[config.mk]
export PLATFORM = sky130hd
export DESIGN_NAME = result_packet_validator
export DESIGN_NICKNAME = d
export VERILOG_FILES = /design/src/rtl/rpv_pkg.sv /design/src/rtl/result_packet_validator.sv
export SDC_FILE = /design/constraint.sdc
export NUM_CORES = 1
export LEC_CHECK = 0
export BUFFER_PORTS_ARGS = -buffer_cell sky130_fd_sc_hd__buf_2
export CORE_MARGIN = 2
export CORE_UTILIZATION = 41
export CTS_CLUSTER_DIAMETER = 120
export DETAILED_ROUTE_END_ITERATION = 10
export PLACE_DENSITY_LB_ADDON = 0.2
export SYNTH_ARGS = -nofsm -noshare
export SYNTH_HDL_FRONTEND = slang
export SYNTH_SLANG_ARGS = --single-unit
[constraint.sdc]
create_clock -name i_clk -period 7.7 [get_ports i_clk]
set_input_delay 1.54 -clock i_clk [delete_from_list [all_inputs] [get_ports i_clk]]
set_output_delay 1.54 -clock i_clk [all_outputs]
set_load 0.02 [all_outputs]
[src/rtl/rpv_pkg.sv]
// Shared types, constants and helpers of the result packet validator.
package rpv_pkg;

    typedef logic [31:0] t_word;
    typedef logic [3:0]  t_fault;
    typedef logic [4:0]  t_index;
    typedef logic [1:0]  t_cfg_index;
    typedef logic [5:0]  t_rate;
    typedef logic [6:0]  t_lag_limit;

    localparam t_word MAGIC_WORD  = 32'h3153_5350;
    localparam t_word HEADER_WORD = 32'h1a01_0001;

    // Register indexes of the configuration port
    localparam t_cfg_index CFG_SAMPLE_RATE = 2'd0;
    localparam t_cfg_index CFG_ACTIVE_GEN  = 2'd1;

    localparam t_rate RATE_RESET = 6'd15;

    // Fault codes, lower code wins
    localparam t_fault FAULT_NONE   = 4'd0;
    localparam t_fault FAULT_MAGIC  = 4'd1;
    localparam t_fault FAULT_HEADER = 4'd2;
    localparam t_fault FAULT_WORD2  = 4'd3;
    localparam t_fault FAULT_GEN    = 4'd4;
    localparam t_fault FAULT_CENTER = 4'd5;
    localparam t_fault FAULT_LAG    = 4'd6;
    localparam t_fault FAULT_WINNER = 4'd7;
    localparam t_fault FAULT_METRIC = 4'd8;
    localparam t_fault FAULT_WORD19 = 4'd9;

    // Word positions inside a packet
    localparam t_index IDX_MAGIC      = 5'd0;
    localparam t_index IDX_HEADER     = 5'd1;
    localparam t_index IDX_WORD2      = 5'd2;
    localparam t_index IDX_CIDX_LO    = 5'd3;
    localparam t_index IDX_CIDX_HI    = 5'd4;
    localparam t_index IDX_CENTER_LO  = 5'd5;
    localparam t_index IDX_CENTER_HI  = 5'd6;
    localparam t_index IDX_LAG        = 5'd7;
    localparam t_index IDX_WINNER_LO  = 5'd8;
    localparam t_index IDX_WINNER_HI  = 5'd9;
    localparam t_index IDX_GEN        = 5'd10;
    localparam t_index IDX_METRIC0_LO = 5'd15;
    localparam t_index IDX_METRIC0_HI = 5'd16;
    localparam t_index IDX_METRIC1_LO = 5'd17;
    localparam t_index IDX_METRIC1_HI = 5'd18;
    localparam t_index IDX_WORD19     = 5'd19;

    // 30 * floor(rate / 15) for a 6-bit rate
    function automatic t_lag_limit lag_limit(input t_rate rate);
        t_lag_limit lim;
        if (rate < 6'd15) begin
            lim = 7'd0;
        end else if (rate < 6'd30) begin
            lim = 7'd30;
        end else if (rate < 6'd45) begin
            lim = 7'd60;
        end else if (rate < 6'd60) begin
            lim = 7'd90;
        end else begin
            lim = 7'd120;
        end
        return lim;
    endfunction

    // Signed 48-bit value {high[15:0], low} is strictly positive
    function automatic logic metric_positive(input t_word low, input t_word high);
        return !high[15] && ((high[15:0] != 16'd0) || (low != 32'd0));
    endfunction

endpackage

[src/rtl/result_packet_validator.sv]
// Result packet validator: per-word checks of a fixed-length packet, one verdict per packet.
// The verdict is registered and presented in the cycle after the last word is accepted.
// One word per cycle while the input is not stalled; every check is made of compares, and for the winner a
//   64-bit add, on the current word and the held operands, done in the cycle the word is accepted.
// The verdict sits in an output register; the input stalls only while that register is
//   full and the downstream side stalls.
// Reset (i_rst_n low, synchronous): counter at word 0, no fault, no pending verdict,
//   rate 15, generation 0. Held operands are not reset.
module result_packet_validator #(
    parameter int PKT_LEN = 26
) (
    input  logic                    i_clk,
    input  logic                    i_rst_n,
    // configuration write port
    input  logic                    i_cfg_we,
    input  rpv_pkg::t_cfg_index     i_cfg_index,
    input  rpv_pkg::t_word          i_cfg_data,
    // word input channel
    input  logic                    i_in_valid,
    output logic                    o_in_stall,
    input  rpv_pkg::t_word          i_word_value,
    input  logic                    i_first_word,
    // verdict output channel
    output logic                    o_out_valid,
    input  logic                    i_out_stall,
    output logic                    o_packet_ok,
    output rpv_pkg::t_fault         o_fault_code
);
    import rpv_pkg::*;

    localparam t_index LAST_IDX = t_index'(PKT_LEN - 1);

    // configuration
    t_rate      r_rate;
    t_word      r_active_gen;

    // packet state
    t_index     r_count,  n_count;
    t_fault     r_fault,  n_fault;
    logic [63:0] r_center_idx, n_center_idx;
    logic [63:0] r_center,     n_center;
    t_word      r_lag,        n_lag;
    t_word      r_winner_lo,  n_winner_lo;
    t_word      r_metric_lo,  n_metric_lo;

    // verdict register
    logic       r_out_valid, n_out_valid;
    logic       r_ok;
    t_fault     r_code;

    logic       in_fire;
    t_index     idx;
    logic       last_word;

    // lag check operands
    logic signed [31:0] lag_s;
    logic signed [31:0] lim_s;
    logic [63:0]        winner_sum;

    // keep the lowest nonzero code
    function automatic t_fault note_fault(input t_fault cur, input t_fault code);
        return ((cur == FAULT_NONE) || (code < cur)) ? code : cur;
    endfunction

    // input is held off only while a verdict waits on a stalled output
    assign o_in_stall = r_out_valid && i_out_stall;
    assign in_fire    = i_in_valid && !o_in_stall;

    // flag forces word 0, otherwise the running counter
    assign idx       = i_first_word ? IDX_MAGIC : r_count;
    assign last_word = (idx >= LAST_IDX);

    assign lag_s      = $signed(i_word_value);
    assign lim_s      = $signed({25'd0, lag_limit(r_rate)});
    // winner = center + sign-extended lag, modulo 2^64
    assign winner_sum = r_center + {{32{r_lag[31]}}, r_lag};

    always_comb begin
        n_center_idx = r_center_idx;
        n_center     = r_center;
        n_lag        = r_lag;
        n_winner_lo  = r_winner_lo;
        n_metric_lo  = r_metric_lo;
        // a new packet starts clean, whether by flag or by wrap
        n_fault      = (idx == IDX_MAGIC) ? FAULT_NONE : r_fault;

        case (idx)
            IDX_MAGIC: begin
                if (i_word_value != MAGIC_WORD) n_fault = note_fault(n_fault, FAULT_MAGIC);
            end
            IDX_HEADER: begin
                if (i_word_value != HEADER_WORD) n_fault = note_fault(n_fault, FAULT_HEADER);
            end
            IDX_WORD2: begin
                if (i_word_value == 32'd0) n_fault = note_fault(n_fault, FAULT_WORD2);
            end
            IDX_CIDX_LO: begin
                n_center_idx = {32'd0, i_word_value};
            end
            IDX_CIDX_HI: begin
                n_center_idx = {i_word_value, r_center_idx[31:0]};
            end
            IDX_CENTER_LO: begin
                n_center = {32'd0, i_word_value};
            end
            IDX_CENTER_HI: begin
                n_center = {i_word_value, r_center[31:0]};
                if ({i_word_value, r_center[31:0]} != r_center_idx) begin
                    n_fault = note_fault(n_fault, FAULT_CENTER);
                end
            end
            IDX_LAG: begin
                n_lag = i_word_value;
                if ((lag_s > lim_s) || (lag_s < -lim_s)) begin
                    n_fault = note_fault(n_fault, FAULT_LAG);
                end
            end
            IDX_WINNER_LO: begin
                n_winner_lo = i_word_value;
            end
            IDX_WINNER_HI: begin
                if ({i_word_value, r_winner_lo} != winner_sum) begin
                    n_fault = note_fault(n_fault, FAULT_WINNER);
                end
            end
            IDX_GEN: begin
                if ((i_word_value == 32'd0) || (i_word_value != r_active_gen)) begin
                    n_fault = note_fault(n_fault, FAULT_GEN);
                end
            end
            IDX_METRIC0_LO, IDX_METRIC1_LO: begin
                n_metric_lo = i_word_value;
            end
            IDX_METRIC0_HI, IDX_METRIC1_HI: begin
                if (!metric_positive(r_metric_lo, i_word_value)) begin
                    n_fault = note_fault(n_fault, FAULT_METRIC);
                end
            end
            IDX_WORD19: begin
                if (i_word_value != 32'd0) n_fault = note_fault(n_fault, FAULT_WORD19);
            end
            default: begin
            end
        endcase

        n_count = last_word ? IDX_MAGIC : (idx + 5'd1);

        // a new verdict always finds the register free or draining
        if (in_fire && last_word) begin
            n_out_valid = 1'b1;
        end else if (r_out_valid && !i_out_stall) begin
            n_out_valid = 1'b0;
        end else begin
            n_out_valid = r_out_valid;
        end
    end

    // control state and configuration
    always_ff @(posedge i_clk) begin
        if (!i_rst_n) begin
            r_rate       <= RATE_RESET;
            r_active_gen <= 32'd0;
            r_count      <= IDX_MAGIC;
            r_fault      <= FAULT_NONE;
            r_out_valid  <= 1'b0;
        end else begin
            if (i_cfg_we && (i_cfg_index == CFG_SAMPLE_RATE)) r_rate <= i_cfg_data[5:0];
            if (i_cfg_we && (i_cfg_index == CFG_ACTIVE_GEN))  r_active_gen <= i_cfg_data;
            if (in_fire) begin
                r_count <= n_count;
                r_fault <= n_fault;
            end
            r_out_valid <= n_out_valid;
        end
    end

    // held operands and verdict payload, no reset
    always_ff @(posedge i_clk) begin
        if (in_fire) begin
            r_center_idx <= n_center_idx;
            r_center     <= n_center;
            r_lag        <= n_lag;
            r_winner_lo  <= n_winner_lo;
            r_metric_lo  <= n_metric_lo;
            if (last_word) begin
                r_ok   <= (n_fault == FAULT_NONE);
                r_code <= n_fault;
            end
        end
    end

    assign o_out_valid  = r_out_valid;
    assign o_packet_ok  = r_ok;
    assign o_fault_code = r_code;

endmodule

==> results of run 1 <==
per-layer routing:
metal  GRT usage, %  up-vias  routed length [µm]
li1               -     7378                   -
met4           14.4        0                3980
met2           51.6      711               34600
met1           41.4     7992               31000
met3           3.23      172                4610
met5              0        -                   0
cells by family (layout without fill, tap and decap cells):
group,Yosys count,count (layout),synth area share (%)
adder cells (fa/ha/maj),105,105,7.11
multiplexers,14,14,0.774
XOR/XNOR,181,181,8.53
AND/OR/NAND/NOR,777,777,21.9
buffers and inverters,146,186,3.35
AO/OA/AOI/OAI,464,464,16.1
flip-flops,277,277,42.2
other,1,1,0.0202
Yosys cell counts, types with 12 or more instances:
cell	n	share of area, %
edfxtp_1	229	37
nand2_1	200	4.0
a21oi_1	160	4.3
nor2_1	122	2.5
xnor2_1	115	5.4
ha_1	104	7.0
o21ai_0	90	2.4
nand4_1	87	2.9
clkbuf_1	82	1.7
and3_1	78	2.6
and2_1	68	2.3
xor2_1	66	3.1
dfxtp_1	48	5.2
nor4_1	47	1.6
nor3_1	44	1.2
nand3_1	37	1.0
o21a_1	30	1.2
buf_2	27	0.73
inv_1	27	0.55
a211oi_1	19	0.77
a21o_1	18	0.73
nand2b_1	15	0.50
a31oi_1	12	0.40
o22ai_1	12	0.40
or3_1	12	0.40
final cells by class:
type                    count  area share [%]
multi-input cells        1542            50.0
flip-flops and latches    277            38.5
clock buffers              38            3.84
well taps                 600            3.69
repair buffers            105            2.92
clock inverters            15           0.523
inverters                  28           0.517
worst register-to-register path, cell delays in order, from the launching register on:
cell	delay (ps)
edfxtp_1	890
ha_1	680
nand4_1	360
or2_2	480
nor3_1	480
nor3b_1	90
mux2_2	350
nor4_1	410
and4_1	380
nand4_1	220
nor4_4	340
nand3_2	220
o41ai_2	420
a21oi_1	130
and4b_1	260
where the power goes:
| part | internal (mW) | leakage [nW] | total [mW] | switching (mW) |
|---|---|---|---|---|
| Clock | 0.745 | 0.433 | 1.32 | 0.575 |
| Sequential | 1.62 | 2.46 | 1.63 | 0.00889 |
| Combinational | 0.0986 | 4.31 | 0.294 | 0.195 |
worst max path at each step:
stage                         from                  endpoint  slack [ps]  depth (start not counted)
2_1_floorplan         i_first_word  r_metric_lo[0]$_DFFE_PP_        2300                          8
3_3_place_gp       i_word_value[5]     o_packet_ok$_DFFE_PP_        1790                         13
3_5_place_dp       i_word_value[5]     o_packet_ok$_DFFE_PP_        1900                         13
4_1_cts        r_lag[31]$_DFFE_PP_     o_packet_ok$_DFFE_PP_        2000                         14
5_1_grt        r_lag[31]$_DFFE_PP_     o_packet_ok$_DFFE_PP_        1510                         14
6_report       r_lag[31]$_DFFE_PP_     o_packet_ok$_DFFE_PP_        1860                         14
sequential cells by signal, summed over array words and instances, names as in the netlist, 5 cells and up:
register and cells:
r_lag 32, r_rate 6, r_center 64, r_metric_lo 32
r_count 5, r_active_gen 32, r_center_idx 64, r_winner_lo 32
stage by stage:
| step | utilization, % | hold slack, ps |
|---|---|---|
| after floorplan | - | 433 |
| after global placement | 43.1 | 448 |
| after detailed placement | 43.1 | 452 |
| after CTS | 45.1 | 464 |
| after global routing | 45.1 | 481 |
| final | 45.1 | 469 |
layout by cell type (no fill, tap or decap), drive strengths merged, types with 13 or more instances in the layout:
cell	synthesis	layout
nor2	122	122
clkinv	1	14
o21ai	102	102
dfxtp	48	48
o22ai	13	13
a21o	23	23
inv	27	27
a21oi	161	161
nor3	45	45
nor4	48	48
clkbuf	84	38
and2	69	69
nand2b	15	15
a211oi	22	22
o21a	31	31
xnor2	115	115
xor2	66	66
edfxtp	229	229
nand2	200	200
nand4	87	87
and3	80	80
buf	34	105
ha	104	104
nand3	38	38
==> impl_metrics.py, run 1 <==
metrics = {
    "hold_path": {
        "hold_start": "r_active_gen[0]$_SDFFE_PN0P_",
        "min_to": "r_active_gen[0]$_SDFFE_PN0P_",
        "hold_class": "flip-flop to flip-flop",
        "hold_depth": 2,
    },
    "place": {
        "pre_cts_ws_ps": 1900,
        "place.gp.congestion": 1.07,
        "post-place-cells": 2552,
        "post_dp_cell_area_mm2": 0.0195,
        "io_buffers": 78,
        "dp_hpwl_um": 56700,
    },
    "timing": {
        "slew_headroom_pct": 17.9,
        "period_share_pct": 75.8,
        "setup_slack_ps": 1860,
        "worst_pin_slew_ps": 1230,
        "setup_viol_count_final": 0,
        "fin_crit_ps": 5840,
        "finalMaxSlewViolations": 0,
        "final_hold_viol_count": 0,
        "max_freq_mhz": 171,
        "tns_ps": 0,
        "rsz0062_at_grt": "false",
        "fin_skew_ps": 14.7,
    },
    "worst_setup_path": {
        "cp_data_arrival_time_ps": 6270,
        "critPathLaunchType": "flip-flop",
        "cp_slowest_stage_delay_ps": 890,
        "cp_max_fo": 33,
        "slowest_stage": "edfxtp_1",
        "crit_buf_inv": 0,
        "crit-reg2reg-launch": "r_lag[31]$_DFFE_PP_",
        "reg2reg_to": "o_packet_ok$_DFFE_PP_",
        "setup.worst_path.class": "flip-flop to flip-flop",
        "rrSetupSlack_ps": 1860,
        "required_ps": 8130,
        "crit_top_cell": "nand4_1",
        "crit_family": "simple AND/OR/NAND/NOR gates",
        "path_cells": "ha_1 -> nand4_1 -> or2_2 -> nor3_1 -> nor3b_1 -> mux2_2 -> nor4_1 -> and4_1 -> nand4_1 -> nor4_4 -> nand3_2 -> o41ai_2 -> a21oi_1 -> and4b_1",
        "r2r_cells": 14,
        "cp-end-kind": "flip-flop",
    },
    "clock_network": {
        "tritoncts": "done",
        "clk_pin_slew_ps": 60,
        "clock-sinks": 277,
        "root_buffer": "clkbuf_16",
        "cts_made_buffers": 30,
        "ctsLongestPathBuffers": 3,
        "worstSkewPairLatency_ps": 570,
        "post_cts_resized": 0,
        "cts-hold-fix-buffers": 0,
        "htree_levels": 1,
        "post-cts-setup-buffers": 0,
    },
    "die": {
        "ios": 79,
        "die_w_um": 217,
        "fp.dieH_um": 217,
        "row_count": 78,
        "initial_core_util_pct": 41.2,
        "core_area_mm2": 0.0451,
        "dieArea_mm2": 0.0470,
    },
    "global_routing": {
        "grt_max_degree": 69,
        "grtUsageTotal_pct": 31.2,
        "gr-total-overflow": 0,
        "antenna_found_initial": 3,
        "grt_pass1_wl_um": 107000,
        "grt_pass1_vias": 15502,
    },
    "layout": {
        "final_cells": 2605,
        "drive_above_1_share_pct": 9.83,
        "fin_nets": 2161,
        "syn2layout_area_growth_pct": 9.44,
        "antenna_cells": 0,
        "nFillCells": 4474,
        "seqCellArea_mm2": 0.00784,
        "multiInputGateArea_mm2": 0.0102,
        "fin_area_mm2": 0.0203,
    },
    "yosys": {
        "syn_area_mm2": 0.0186,
        "synth-edff-count": 229,
        "synth_cells": 1965,
        "synthFlopType": "edfxtp_1",
        "syn_avg_cell_area_um2": 9.46,
        "seq_area_frac_synth_pct": 42.2,
        "synth_nets": 2142,
        "yosys_warnings": 0,
        "synth.distinct_cells": 101,
        "async_flop_share_pct": 0,
        "yosys_register_bits": 277,
    },
    "route": {
        "dr.first_iter.drc_count": 1681,
        "viasPerCell": 6.24,
        "drt-total-wl_um": 74200,
        "dr.pass1.iters": 6,
        "drtAntennaViolNets": 0,
        "num_vias": 16253,
        "drcViolationCount": 0,
        "wire_per_inst_um": 28.5,
    },
    "power": {
        "p_leak_nw": 7.21,
        "vdd_drop_max_v": 0.000170,
        "finalPower_mw": 3.25,
        "p_per_area_mw_per_mm2": 160,
    },
    "run_status": {
        "status": "finished clean",
    },
    "flow_run": {
        "drv_cap": 0,
    },
}
Power figures use the tool's default switching activity.
==> run 2: changes to the inputs <==
--- a/config.mk
+++ b/config.mk
@@ -5,6 +5,7 @@
 export SDC_FILE = /design/constraint.sdc
 export NUM_CORES = 1
 export LEC_CHECK = 0
+export ABC_AREA = 1
 export BUFFER_PORTS_ARGS = -buffer_cell sky130_fd_sc_hd__buf_2
 export CORE_MARGIN = 2
 export CORE_UTILIZATION = 41
==> constraint.sdc (replaced) <==
create_clock -name i_clk -period 5.72 [get_ports i_clk]
set_input_delay 1.144 -clock i_clk [delete_from_list [all_inputs] [get_ports i_clk]]
set_output_delay 1.144 -clock i_clk [all_outputs]
set_load 0.02 [all_outputs]
==> impl_metrics.py, run 2 <==
metrics = {
    "place": {
        "io_buffers": 78,
        "dp_hpwl_um": 52800,
        "place.gp.congestion": 0.971,
    },
    "global_routing": {
        "antenna_found_initial": 2,
        "grtUsageTotal_pct": 28.0,
        "grt_pass1_wl_um": 99500,
        "grt_max_degree": 44,
        "gr-total-overflow": 0,
        "grt_pass1_vias": 16276,
    },
    "yosys": {
        "async_flop_share_pct": 0,
        "yosys.area.top_type_share_pct": 35.9,
        "yosys-top-cells-count": "nand2_1, inv_1, nor2_1",
        "syn_avg_cell_area_um2": 7.48,
        "synthTopCellsByArea": "edfxtp_1, nand2_1, inv_1",
        "yosys_register_bits": 277,
        "synth.most_common_cell": "nand2_1",
        "synth.distinct_cells": 48,
        "yosys_warnings": 0,
        "synth_nets": 2740,
        "synthFlopType": "edfxtp_1",
        "synth-edff-count": 229,
        "syn_area_mm2": 0.0192,
        "seq_area_frac_synth_pct": 40.9,
        "synth_top_cell_by_area": "edfxtp_1",
        "synth_cells": 2563,
    },
    "worst_setup_path": {
        "crit_family": "simple AND/OR/NAND/NOR gates",
        "required_ps": 6040,
        "cp_slowest_stage_delay_ps": 440,
        "cp_max_fo": 4,
        "path_cells": "ha_1 -> fa_1 -> nand3_1 -> nand3_1 -> nand2_1 -> nand2_1 -> nand2_1 -> nand2_1 -> nand2_1 -> nand3_1 -> nand2_1 -> nand3_1 -> nor2_1 -> nand3_1 -> nor2_2 -> nand3_2 -> o21ai_1 -> a21boi_0 -> nand3_1 -> nor2_1",
        "setup.worst_path.class": "flip-flop to flip-flop",
        "slowest_stage": "edfxtp_1",
        "critPathLaunchType": "flip-flop",
        "crit_buf_inv": 0,
        "cp_data_arrival_time_ps": 4380,
        "cp-end-kind": "flip-flop",
    },
    "timing": {
        "worst_pin_slew_ps": 1170,
        "rsz0062_at_grt": "false",
        "final_hold_viol_count": 0,
        "slew_headroom_pct": 21.6,
        "fin_skew_ps": 48.4,
        "finalMaxSlewViolations": 0,
        "tns_ps": 0,
        "fin_crit_ps": 4060,
        "max_freq_mhz": 246,
        "setup_viol_count_final": 0,
        "period_share_pct": 71.0,
    },
    "layout": {
        "fin_nets": 2819,
        "final_common_cell": "nand2_1",
        "syn2layout_area_growth_pct": 10.6,
        "antenna_cells": 0,
        "reg_top3": "r_center x64, r_center_idx x64",
        "nFillCells": 4666,
        "layout_common_cells": "nand2_1, inv_1, nor2_1, edfxtp_1, ha_1",
        "final_core_util_pct": 45.8,
        "drive_above_1_share_pct": 7.77,
    },
    "clock_network": {
        "cts-hold-fix-buffers": 0,
        "ctsLongestPathBuffers": 3,
        "clock-sinks": 277,
        "cts_made_buffers": 30,
        "post-cts-setup-buffers": 0,
        "post_cts_resized": 0,
        "root_buffer": "clkbuf_16",
        "worstSkewPairLatency_ps": 600,
        "htree_levels": 1,
        "clk_pin_slew_ps": 60,
        "tritoncts": "done",
    },
    "route": {
        "drtAntennaViolNets": 0,
        "num_vias": 16887,
        "dr.first_iter.drc_count": 1442,
        "wire_per_inst_um": 20.5,
        "viasPerCell": 5.16,
        "dr.pass1.iters": 5,
        "drt-total-wl_um": 67100,
        "drcViolationCount": 0,
    },
    "die": {
        "dieArea_mm2": 0.0485,
        "fp.dieH_um": 220,
        "core_area_mm2": 0.0464,
        "die_w_um": 220,
        "initial_core_util_pct": 41.4,
        "row_count": 79,
        "ios": 79,
    },
    "power": {
        "p_leak_nw": 9.81,
        "p_per_area_mw_per_mm2": 216,
        "vdd_drop_max_v": 0.000249,
    },
    "flow_run": {
        "drv_cap": 0,
    },
    "hold_path": {
        "hold_class": "flip-flop to flip-flop",
    },
    "run_status": {
        "status": "finished clean",
    },
}
## run 2: changes by cell type after synthesis, moves of 33 or more
cell      before  now
a21oi_1      160   86
and2_1        68    2
and3_1        78    1
clkbuf_1      82   41
inv_1         27  405
nand2_1      200  734
nand3_1       37   94
nand4_1       87   54
nor2_1       122  359
## run 2: through the flow
stage	cells	area, µm²	total power, mW	setup slack, ps	hold WS [ps]
after floorplan	2563	19200	2.58	1370	429
after global placement	3217	20300	2.77	1500	445
after detailed placement	3217	20300	2.79	1510	453
after CTS	3270	21200	4.60	1650	469
after global routing	3270	21200	4.74	1460	496
final	3270	21200	4.57	1660	466
## run 2: routing by layer
layer | part of all wire, % | up-vias | track usage (%)
li1 | - | 8314 | -
met1 | 43 | 7881 | 37.5
met2 | 46 | 561 | 46.6
met3 | 6.0 | 131 | 3.15
met4 | 4.0 | 0 | 10.7
met5 | 0 | - | 0
## run 2: area by class of cell
class	instances	area, µm²	area share (%)
clock buffers	44	835	3.93
flip-flops and latches	277	7840	36.9
inverters	420	1580	7.43
well taps	607	759	3.58
clock inverters	9	77.6	0.366
repair buffers	89	473	2.23
multi-input cells	1824	9660	45.5
## run 2: final timing paths
path                           startpoint                 endpoint  slack [ps]  depth (start not counted)
setup / recovery    r_center[0]$_DFFE_PP_    o_packet_ok$_DFFE_PP_        1660                         20
hold / removal    r_count[1]$_SDFFE_PN0P_  r_count[1]$_SDFFE_PN0P_         470                          2
setup reg to reg    r_center[0]$_DFFE_PP_    o_packet_ok$_DFFE_PP_        1660                         20
hold reg to reg   r_count[1]$_SDFFE_PN0P_  r_count[1]$_SDFFE_PN0P_         470                          2
## run 2: kinds of logic (layout without fill, tap and decap cells)
kind of cell	Yosys count	count (layout)	synth area share, %
AND/OR/NAND/NOR	1364	1364	29.8
adder cells (fa/ha/maj)	105	105	6.89
buffers and inverters	462	562	9.04
flip-flops	277	277	40.9
XOR/XNOR	163	163	7.84
other	1	1	0.0196
AO/OA/AOI/OAI	191	191	5.50
## run 2: where the power goes
part	switching, mW	internal, mW
Clock	0.814	1.01
Sequential	0.0174	2.21
Combinational	0.354	0.168
Total	1.19	3.39
## run 2: worst register-to-register path, stage by stage (launching register included)
cell and delay, ps:
edfxtp_1 440, ha_1 260, fa_1 410, nand3_1 160, nand3_1 170, nand2_1 110, nand2_1 160, nand2_1 100
nand2_1 190, nand2_1 150, nand3_1 80, nand2_1 150, nand3_1 90, nor2_1 200, nand3_1 120, nor2_2 320
nand3_2 200, o21ai_1 190, a21boi_0 120, nand3_1 100, nor2_1 50
